### src/hdl/zbr_pkg.sv
package zbr_pkg;

	localparam int CANVAS_COLUMNS_DEF = 80;
	localparam int CANVAS_ROWS_DEF    = 40;

	localparam logic [7:0]         SPACE_CHAR  = 8'd32;
	localparam logic signed [15:0] DEPTH_FLOOR = 16'sh8000;

	// shared multiplier operand widths
	localparam int MUL_A_W = 35;
	localparam int MUL_B_W = 17;
	localparam int MUL_P_W = MUL_A_W + MUL_B_W;

	// depth divider widths
	localparam int NUM_W = 48;
	localparam int DEN_W = 34;
	localparam int QUO_W = 17;

	typedef enum logic [1:0] {
		FUNC_CLEAR = 2'd0,
		FUNC_DRAW  = 2'd1,
		FUNC_READ  = 2'd2,
		FUNC_NONE  = 2'd3
	} func_t;

	typedef struct packed {
		logic [1:0]         func;
		logic signed [15:0] corner_a_x;
		logic signed [15:0] corner_a_y;
		logic signed [15:0] corner_a_depth;
		logic signed [15:0] corner_b_x;
		logic signed [15:0] corner_b_y;
		logic signed [15:0] corner_b_depth;
		logic signed [15:0] corner_c_x;
		logic signed [15:0] corner_c_y;
		logic signed [15:0] corner_c_depth;
		logic [7:0]         shade_char;
		logic [5:0]         read_row;
	} request_t;

	typedef struct packed {
		logic [63:0] row_chars;
		logic        last_of_row;
	} result_t;

	typedef struct packed {
		logic             done;
		logic             rem_nz;
		logic [QUO_W-1:0] quot;
	} div_res_t;

endpackage

### src/hdl/zbr_mul.sv
module zbr_mul
	import zbr_pkg::*;
(
	input  logic                      clk,
	input  logic signed [MUL_A_W-1:0] op_a,
	input  logic signed [MUL_B_W-1:0] op_b,
	output logic signed [MUL_P_W-1:0] prod_q
);

	always_ff @(posedge clk) begin
		prod_q <= MUL_P_W'(op_a) * MUL_P_W'(op_b);
	end

endmodule

### config.mk
export PLATFORM = sky130hd
export DESIGN_NAME = zbr_mul
export DESIGN_NICKNAME = d
export VERILOG_FILES = /design/src/hdl/zbr_pkg.sv /design/src/hdl/zbr_mul.sv
export SDC_FILE = /design/constraint.sdc
export NUM_CORES = 2
export LEC_CHECK = 0
export ABC_CLOCK_PERIOD_IN_PS = 12600
export BUFFER_PORTS_ARGS = -buffer_cell sky130_fd_sc_hd__buf_2
export CORE_ASPECT_RATIO = 0.6
export CORE_MARGIN = 2
export CORE_UTILIZATION = 45
export DETAILED_ROUTE_END_ITERATION = 8
export MAX_ROUTING_LAYER = met4
export SYNTH_ARGS = -nofsm -noshare
export SYNTH_HDL_FRONTEND = slang
export SYNTH_SLANG_ARGS = --single-unit
### constraint.sdc
create_clock -name clk -period 12.6 [get_ports clk]
set_input_delay 1.26 -clock clk [delete_from_list [all_inputs] [get_ports clk]]
set_output_delay 1.26 -clock clk [all_outputs]
set_load 0.005 [all_outputs]
==> impl_metrics.py <==
metrics = {
    "yosys": {
        "ys_seq_area_share_pct": 4.86,
        "ys_warn_count": 0,
        "netlist_top_cells_area": "fa_1, inv_1, and2_1, ha_1, nand2_1",
        "synth_cell_types": 56,
        "synthesis.nets": 3085,
        "yosys.area.top_type": "fa_1",
        "synth_edf_count": 0,
        "ys_ff_latch": 52,
        "avgSynthCellArea_um2": 9.13,
        "synthesis.instances": 2345,
        "async_flop_share_pct": 0,
        "synthFlopType": "dfxtp_1",
        "yosys.area.top_type_share_pct": 52.9,
        "syn_area_um2": 21400,
    },
    "global_route": {
        "grt_pass1_vias": 16800,
        "grt_pass1_wl_um": 95100,
        "grtUsageTotal_pct": 25.9,
        "antenna_found_initial": 1,
        "grt_max_degree": 36,
        "overflow": 0,
    },
    "worst_setup_path": {
        "setup.worst_path.end_class": "flip-flop",
        "worstPathArrival_ns": 8.12,
        "crit_fanout": 35,
        "worstPathBufferInverterCount": 8,
        "cp_cell_sequence": "buf_2, buf_4, nand2_1, inv_1, fa_1, inv_1, fa_1, inv_1, fa_1, fa_1, fa_1, inv_1, fa_1, inv_1, ha_1, inv_1, nor3_1, a221oi_1, nor2_1, a211o_1, a21o_1, a221o_1, a21oi_1, xnor2_1",
        "worst_ep_required_time_ns": 12.86,
        "startpoint_type": "input pin",
        "cp_slowest_cell": "a221oi_1",
        "critical_path_class": "in -> reg",
        "cp_top_family": "adder cells",
        "cp_slowest_stage_delay_ns": 0.77,
    },
    "final_layout": {
        "regMostFlops": "prod_q",
        "drive_gt1_share_pct": 5.93,
        "areaGrowthSynthToFinish_pct": 5.34,
        "final_cell_area_um2": 22600,
        "largest_reg_flops": 52,
        "reg.largest.list": "prod_q x52",
        "fillers": 4467,
        "fin_nets": 3098,
    },
    "route": {
        "drt_pass1_iterations": 6,
        "drtIter0Drc": 1269,
        "vias": 15600,
        "wirelength_um": 59000,
        "viasPerCell": 5.22,
        "final_antenna_net_count": 0,
        "drc_errors": 0,
        "post_drt_wl_per_cell_um": 19.7,
    },
    "die": {
        "die_width_um": 286,
        "fp-row-count": 61,
        "start_util_pct": 45.9,
        "die_area_um2": 49400,
        "dieHeight_um": 173,
        "io_pins": 105,
        "coreArea_um2": 46600,
    },
    "run": {
        "drv_cap": 0,
    },
    "timing": {
        "rsz0062_at_grt": "no",
        "finalSetupViolations": 0,
        "hold_ws_ns": 1.37,
        "tightest_slew_ns": 0.917,
        "fmax_ghz": 0.127,
        "slew_headroom_pct": 38.2,
        "final_hold_viol_count": 0,
        "slew_viol_final": 0,
        "fin_setup_tns_ns": 0,
        "post-route-min-period_ns": 7.86,
        "fin_crit_sh_pct": 62.3,
    },
    "clock_network": {
        "cts_made_buffers": 5,
        "cts_buffer_depth": 2,
        "path_clk_slew_ns": 0.08,
        "cts_tree": "yes",
        "cts_setup_buffers": 0,
        "cts_hold_buf": 0,
        "cts_resized": 0,
        "htree_levels": 2,
        "root_buffer": "clkbuf_16",
        "cts.sinks": 52,
    },
    "place": {
        "hpwlAfterDp_um": 47000,
        "gp_congestion": 0.919,
        "dpl_cell_area_um2": 22400,
        "port_buffers": 104,
    },
    "worst_hold_path": {
        "hp-class": "in -> reg",
    },
    "run_status": {
        "status": "finished, final reports clean",
    },
}
## stage by stage
stage,util (%),instances,setup WS (ns)
final,48.4,2990,4.74
after global routing,48.4,2989,4.35
after CTS,48.4,2989,4.83
after detailed placement,48.0,2981,4.47
after global placement,48.0,2981,4.61
after floorplan,-,2345,5.53
## cell families after synthesis
logic type	Yosys count	synth area share, %
AOI/OAI and AO/OA	152	4.79
xor gates and xnor gates	54	2.21
adders and majority gates	687	60.0
buffers and inverters	707	12.4
DFF	52	4.86
muxes	2	0.0935
and+or+nand+nor	691	15.6
## cell usage after synthesis, types with 2 or more instances
master and instances:
a21o_1 15, ha_1 121, o21a_1 4, a211oi_1 4, a211oi_2 2, a31oi_1 5, nand2_1 334, nand2b_1 11
fa_1 566, o21bai_1 8, nand4_1 8, and2_1 259, xnor2_1 40, and3_1 3, o21ai_0 23, nand3_1 3
inv_1 598, o211ai_1 5, o21ai_1 10, a221oi_1 2, clkbuf_1 102, a21oi_2 2, a21oi_1 51, nor3_1 9
o2111ai_1 2, a221o_1 2, nor2b_1 2, dfxtp_1 52, nor2_1 54, a311oi_2 2, mux2i_1 2, a211o_1 2
xor2_1 14, buf_2 6
## cell type report
class                   instances  area (µm²)  share of cell area [%]
clock buffers                   5         125                   0.555
multi-input cells            1586       17700                    78.5
diodes                          1        2.50                  0.0111
repair buffers                115         603                    2.67
clock inverters                 3        42.5                   0.189
flip-flops and latches         52        1040                    4.61
well taps                     630         788                    3.49
inverters                     598        2240                    9.95
## placed cells by master (no fill, tap or decap), types with 5 or more instances in the layout
cell	n
buf_4	11
nor2_1	54
a21o_1	15
ha_1	121
nand2b_1	11
and2_1	259
a21oi_1	51
buf_2	104
o211ai_1	5
nand2_1	334
nand4_1	8
xor2_1	14
o21ai_0	23
o21bai_1	8
clkbuf_16	5
dfxtp_1	52
xnor2_1	40
inv_1	598
nor3_1	9
fa_1	566
a31oi_1	5
o21ai_1	10
## worst paths after layout
check | from | end | slack [ns] | cells after the start
hold / removal | op_a[0] | prod_q[0] | 1.37 | 2
setup / recovery | op_b[2] | prod_q[51] | 4.74 | 24
## routing by layer
layer  wire (µm)  share of wire (%)  vias to the layer above  global-route usage, %
li1            -                  -                     6755                      -
met1       27300                 46                     8054                   38.4
met3        6870                 12                       63                   7.74
met2       23900                 40                      747                   35.2
met5           0                  0                        -                      -
met4         948                1.6                        0                   4.47
Power is left out: the tool's default activity adds up to more than one toggle a clock period on the data nets, which glitch-free logic cannot reach.
