`src/hdl/zbr_pkg.sv`:
```
package zbr_pkg;

	localparam int CANVAS_COLUMNS_DEF = 80;
	localparam int CANVAS_ROWS_DEF    = 40;

	localparam logic [7:0]         SPACE_CHAR  = 8'd32;
	localparam logic signed [15:0] DEPTH_FLOOR = 16'sh8000;

	// shared multiplier operand widths
	localparam int MUL_A_W = 35;
	localparam int MUL_B_W = 17;
	localparam int MUL_P_W = MUL_A_W + MUL_B_W;

	// depth divider widths
	localparam int NUM_W = 48;
	localparam int DEN_W = 34;
	localparam int QUO_W = 17;

	typedef enum logic [1:0] {
		FUNC_CLEAR = 2'd0,
		FUNC_DRAW  = 2'd1,
		FUNC_READ  = 2'd2,
		FUNC_NONE  = 2'd3
	} func_t;

	typedef struct packed {
		logic [1:0]         func;
		logic signed [15:0] corner_a_x;
		logic signed [15:0] corner_a_y;
		logic signed [15:0] corner_a_depth;
		logic signed [15:0] corner_b_x;
		logic signed [15:0] corner_b_y;
		logic signed [15:0] corner_b_depth;
		logic signed [15:0] corner_c_x;
		logic signed [15:0] corner_c_y;
		logic signed [15:0] corner_c_depth;
		logic [7:0]         shade_char;
		logic [5:0]         read_row;
	} request_t;

	typedef struct packed {
		logic [63:0] row_chars;
		logic        last_of_row;
	} result_t;

	typedef struct packed {
		logic             done;
		logic             rem_nz;
		logic [QUO_W-1:0] quot;
	} div_res_t;

endpackage

```
`src/hdl/zbr_div.sv`:
```
module zbr_div
	import zbr_pkg::*;
(
	input  logic             clk,
	input  logic             arst_n,
	input  logic             start,
	input  logic [NUM_W-1:0] num,
	input  logic [DEN_W-1:0] den,
	output div_res_t         res
);

	localparam int CNT_W = $clog2(QUO_W + 1);

	logic [DEN_W:0]   r_q;
	logic [QUO_W-1:0] n_q;
	logic [QUO_W-1:0] q_q;
	logic [DEN_W-1:0] den_q;
	logic [CNT_W-1:0] cnt_q;
	logic             run_q;
	logic             done_q;
	logic [DEN_W:0]   trial;
	logic             ge;

	// one restoring step per cycle
	always_comb begin
		trial = {r_q[DEN_W-1:0], n_q[QUO_W-1]};
		ge    = trial >= {1'b0, den_q};
	end

	always_ff @(posedge clk or negedge arst_n) begin
		if (!arst_n) begin
			run_q  <= 1'b0;
			done_q <= 1'b0;
			cnt_q  <= '0;
		end else begin
			done_q <= 1'b0;
			if (start) begin
				run_q <= 1'b1;
				cnt_q <= CNT_W'(QUO_W);
				r_q   <= (DEN_W + 1)'(num[NUM_W-1:QUO_W]);
				n_q   <= num[QUO_W-1:0];
				den_q <= den;
				q_q   <= '0;
			end else if (run_q) begin
				r_q   <= ge ? (trial - {1'b0, den_q}) : trial;
				n_q   <= {n_q[QUO_W-2:0], 1'b0};
				q_q   <= {q_q[QUO_W-2:0], ge};
				cnt_q <= cnt_q - 1'b1;
				if (cnt_q == CNT_W'(1)) begin
					run_q  <= 1'b0;
					done_q <= 1'b1;
				end
			end
		end
	end

	assign res.done   = done_q;
	assign res.rem_nz = r_q != '0;
	assign res.quot   = q_q;

endmodule

```
`config.mk`:
```
export PLATFORM = sky130hd
export DESIGN_NAME = zbr_div
export DESIGN_NICKNAME = d
export VERILOG_FILES = /design/src/hdl/zbr_pkg.sv /design/src/hdl/zbr_div.sv
export SDC_FILE = /design/constraint.sdc
export NUM_CORES = 1
export LEC_CHECK = 0
export BUFFER_PORTS_ARGS = -buffer_cell sky130_fd_sc_hd__buf_4
export CAP_MARGIN = 30
export CORE_MARGIN = 2
export CORE_UTILIZATION = 30
export CTS_CLUSTER_DIAMETER = 30
export DETAILED_ROUTE_END_ITERATION = 7
export HOLD_SLACK_MARGIN = 0.15
export PLACE_DENSITY_LB_ADDON = 0.15
export SLEW_MARGIN = 20
export SYNTH_ARGS = -nofsm -noshare
export SYNTH_HDL_FRONTEND = slang
export SYNTH_SLANG_ARGS = --single-unit
```
`constraint.sdc`:
```
create_clock -name clk -period 3.4 [get_ports clk]
set_input_delay 0.17 -clock clk [delete_from_list [all_inputs] [get_ports clk]]
set_output_delay 0.17 -clock clk [all_outputs]
set_load 0.1 [all_outputs]
```
==> insert_results.sql <==
INSERT INTO impl_metrics (metric_group, metric, value, unit) VALUES
('critical_path', 'worst-endpoint-required', '3.58', 'ns'),
('hold_path', 'hold_path_class', 'in2reg', ''),
('route', 'via_per_inst', '4.831', ''),
('floorplan', 'horizontal_die_dimension', '157.7', 'um'),
('floorplan', 'fp.coreArea', '0.02333', 'mm^2'),
('layout', 'n_fill_cell', '2310', ''),
('synth', 'synth_area_per_inst', '10.27', 'um^2'),
('grt', 'number_of_global_route_vias_before_repair', '5651', ''),
('clock_tree', 'clk-insertion-delay-late', '0.37', 'ns'),
('power_and_ir_drop', 'power.share.sequential', '34.2', '%'),
('critical_path', 'critPathMaxFanout', '3', ''),
('floorplan', 'die_h', '157.7', 'um'),
('clock_tree', 'cts_tree', 'built', ''),
('critical_path', 'cp_cell_sequence', 'inv_1 -> ha_1 -> fa_1 -> nor2b_4 -> o2111ai_2 -> a311oi_2 -> o31ai_4 -> o31ai_4 -> a21o_1 -> a2111oi_1 -> a2111oi_2', ''),
('floorplan', 'row_count', '56', ''),
('grt', 'grt_max_degree', '46', ''),
('layout', 'num-nets-final', '977', ''),
('power_and_ir_drop', 'clkPwrFrac', '19.4', '%'),
('grt', 'number_of_antenna_violations_at_the_first_check_in_global_routing', '0', ''),
('layout', 'drive_gt1_share', '19.42', '%'),
('critical_path', 'cell_at_the_slowest_stage_of_the_critical_path', 'fa_1', ''),
('flow_run', 'cap_viol_max_count', '0', ''),
('route', 'antenna_violating_nets_post_route', '0', ''),
('route', 'routed-via-count', '5696', ''),
('timing', 'total_count_of_hold_check_failures_in_the_final_report', '0', ''),
('critical_path', 'crit_type', 'reg2reg', ''),
('route', 'wl', '18.16', 'mm'),
('layout', 'num_antenna_cells', '0', ''),
('power_and_ir_drop', 'total_leakage_power', '3.786', 'nW'),
('clock_tree', 'numCtsBuffers', '9', ''),
('grt', 'grt_use_total', '14.91', '%'),
('route', 'detailedRoute.firstIterationViolations', '366', ''),
('synth', 'syn-cell-area', '0.007087', 'mm^2'),
('synth', 'yosys_warning_count', '0', ''),
('timing', 'upper_clock_frequency_limit', '327.0', 'MHz'),
('status', 'status', 'finished clean', ''),
('route', 'first_pass_iters', '5', ''),
('layout', 'syn2layout_area_growth', '30.86', '%'),
('clock_tree', 'total_number_of_clock_tree_sinks', '110', ''),
('grt', 'grt-busiest-layer', 'met2', ''),
('timing', 'timing.final.crit_period', '3.058', 'ns'),
('placement', 'io_buffers', '103', ''),
('synth', 'async_flop_share', '6.364', '%'),
('route', 'post_drt_wl_per_cell', '15.40', 'um'),
('timing', 'timing.setup.tns', '0', 'ns'),
('clock_tree', 'cts-root-to-sink-buffers', '2', ''),
('floorplan', 'ios', '104', ''),
('clock_tree', 'ctsHtreeMaxLevel', '3', ''),
('power_and_ir_drop', 'p_comb_share', '46.4', '%'),
('timing', 'tightest_slew', '0.8625', 'ns'),
('critical_path', 'cp.arrival', '3.24', 'ns'),
('grt', 'global_route_wire_length_before_repair', '29.29', 'mm'),
('critical_path', 'timing.critical_path.to', 'r_q[34]', ''),
('critical_path', 'r2r_slack', '0.34', 'ns'),
('timing', 'finClkSkew', '0.01209', 'ns'),
('power_and_ir_drop', 'netSwitchingFraction', '40.56', '%'),
('timing', 'unrepaired_setup_endpoints_after_global_routing', 'no', ''),
('power_and_ir_drop', 'internal-power', '0.003406', 'W'),
('layout', 'most-common-layout-cells', '106 x buf_4, 103 x edfxtp_1, 82 x dlygate4sd3_1', ''),
('timing', 'max_slew_margin', '42.50', '%'),
('synth', 'postSynthRegisterBits', '110', ''),
('synth', 'synthesis.instances', '690', ''),
('timing', 'setup_violations', '0', ''),
('grt', 'grt_util_met3', '2.628', '%'),
('clock_tree', 'cts-hold-fix-buffers', '82', ''),
('placement', 'globalplace.congestion', '0.8661', ''),
('power_and_ir_drop', 'power-per-cell-area', '617.8', 'mW/mm^2'),
('synth', 'synth.yosys.seq_area_share', '46.12', '%'),
('clock_tree', 'post_cts_setup_buffers', '0', ''),
('placement', 'dp_hpwl', '13.51', 'mm'),
('floorplan', 'floorplan.initialDensity', '30.37', '%');
==> cell usage after synthesis, drive strengths merged, types with 14 or more instances <==
cell type	count	area, um^2
xnor2	20	175.2
inv	50	187.7
nand4	14	93.84
a21oi	59	302.8
mux2i	30	300.3
o21ai	51	270.3
nor2	62	232.7
mux2	16	180.2
buf	23	148.9
clkbuf	15	77.57
edfxtp	103	3093
nand2	51	191.4
ha	36	450.4
==> through the flow <==
step	power, W	worst slack (ns)	instance area [um^2]	util, %	hold WS (ns)
4_1_cts	0.005783	0.2930	9274	39.75	0.1573
3_5_place_dp	0.004569	0.3198	8144	34.90	0.1174
2_1_floorplan	0.003952	0.7411	7087	-	-0.1256
5_1_grt	0.006106	0.1407	9274	39.75	0.1877
3_3_place_gp	0.004535	0.3403	8144	34.90	0.1127
6_report	0.005730	0.3417	9274	39.75	0.1700
==> registers in the layout, indices dropped and copies added (netlist names) <==
signal / count
r_q: 35
den_q: 34
n_q: 17
q_q: 17
cnt_q: 5
done_q: 1
run_q: 1
==> power by group through the flow <==
stage	logic (W)	registers (W)	clock network, W
5_1_grt	0.00293	0.00199	0.00119
4_1_cts	0.00267	0.00196	0.00115
6_report	0.00266	0.00196	0.00111
2_1_floorplan	0.00187	0.00208	0
3_5_place_dp	0.00258	0.00199	0
3_3_place_gp	0.00255	0.00199	0
==> kinds of logic (layout without fill, tap and decap cells) <==
family,count (synthesis),in the layout,share of synthesized area [%]
AOI/OAI and AO/OA,185,185,17.43
DFF,110,110,46.12
adders and majority gates,37,37,6.638
muxes,46,46,6.780
and+or+nand+nor,195,195,13.61
buffers and inverters,88,258,5.844
xor gates and xnor gates,29,29,3.584
==> worst max-delay path, delay by kind of cell (launching register included) <==
kind	cells	cell delay, ns
compound gates	7	1.65
flops	1	0.37
fa+ha+maj	2	0.63
buf+inv	1	0.05
simple gates	1	0.16
==> layer usage <==
metal	vias to the layer above	routed length [um]	share of wire, %
met4	0	216	1.2
li1	2872	-	-
met5	-	0	0
met2	113	8315	46
met3	21	591	3.3
met1	2690	9035	50
==> worst min path at each step <==
stage / start / slack [ns] / end / cells past startpoint
after floorplan: arst_n / -0.13 / cnt_q[0] / 0
after global placement: arst_n / 0.11 / run_q / 1
after detailed placement: arst_n / 0.12 / run_q / 1
after CTS: num[40] / 0.16 / r_q[23] / 3
after global routing: num[40] / 0.19 / r_q[23] / 3
final: num[40] / 0.17 / r_q[23] / 3
==> final cells by class <==
class	count	area [um^2]	share of cell area, %
clock buffer	9	225.2	2.428
timing repair buffer	192	1697	18.29
sequential	110	3268	35.24
multi-input combinational	492	3413	36.81
tap	319	399.1	4.304
inverter	50	187.7	2.024
clock inverter	7	83.83	0.9039
Power figures use the tool's default switching activity.
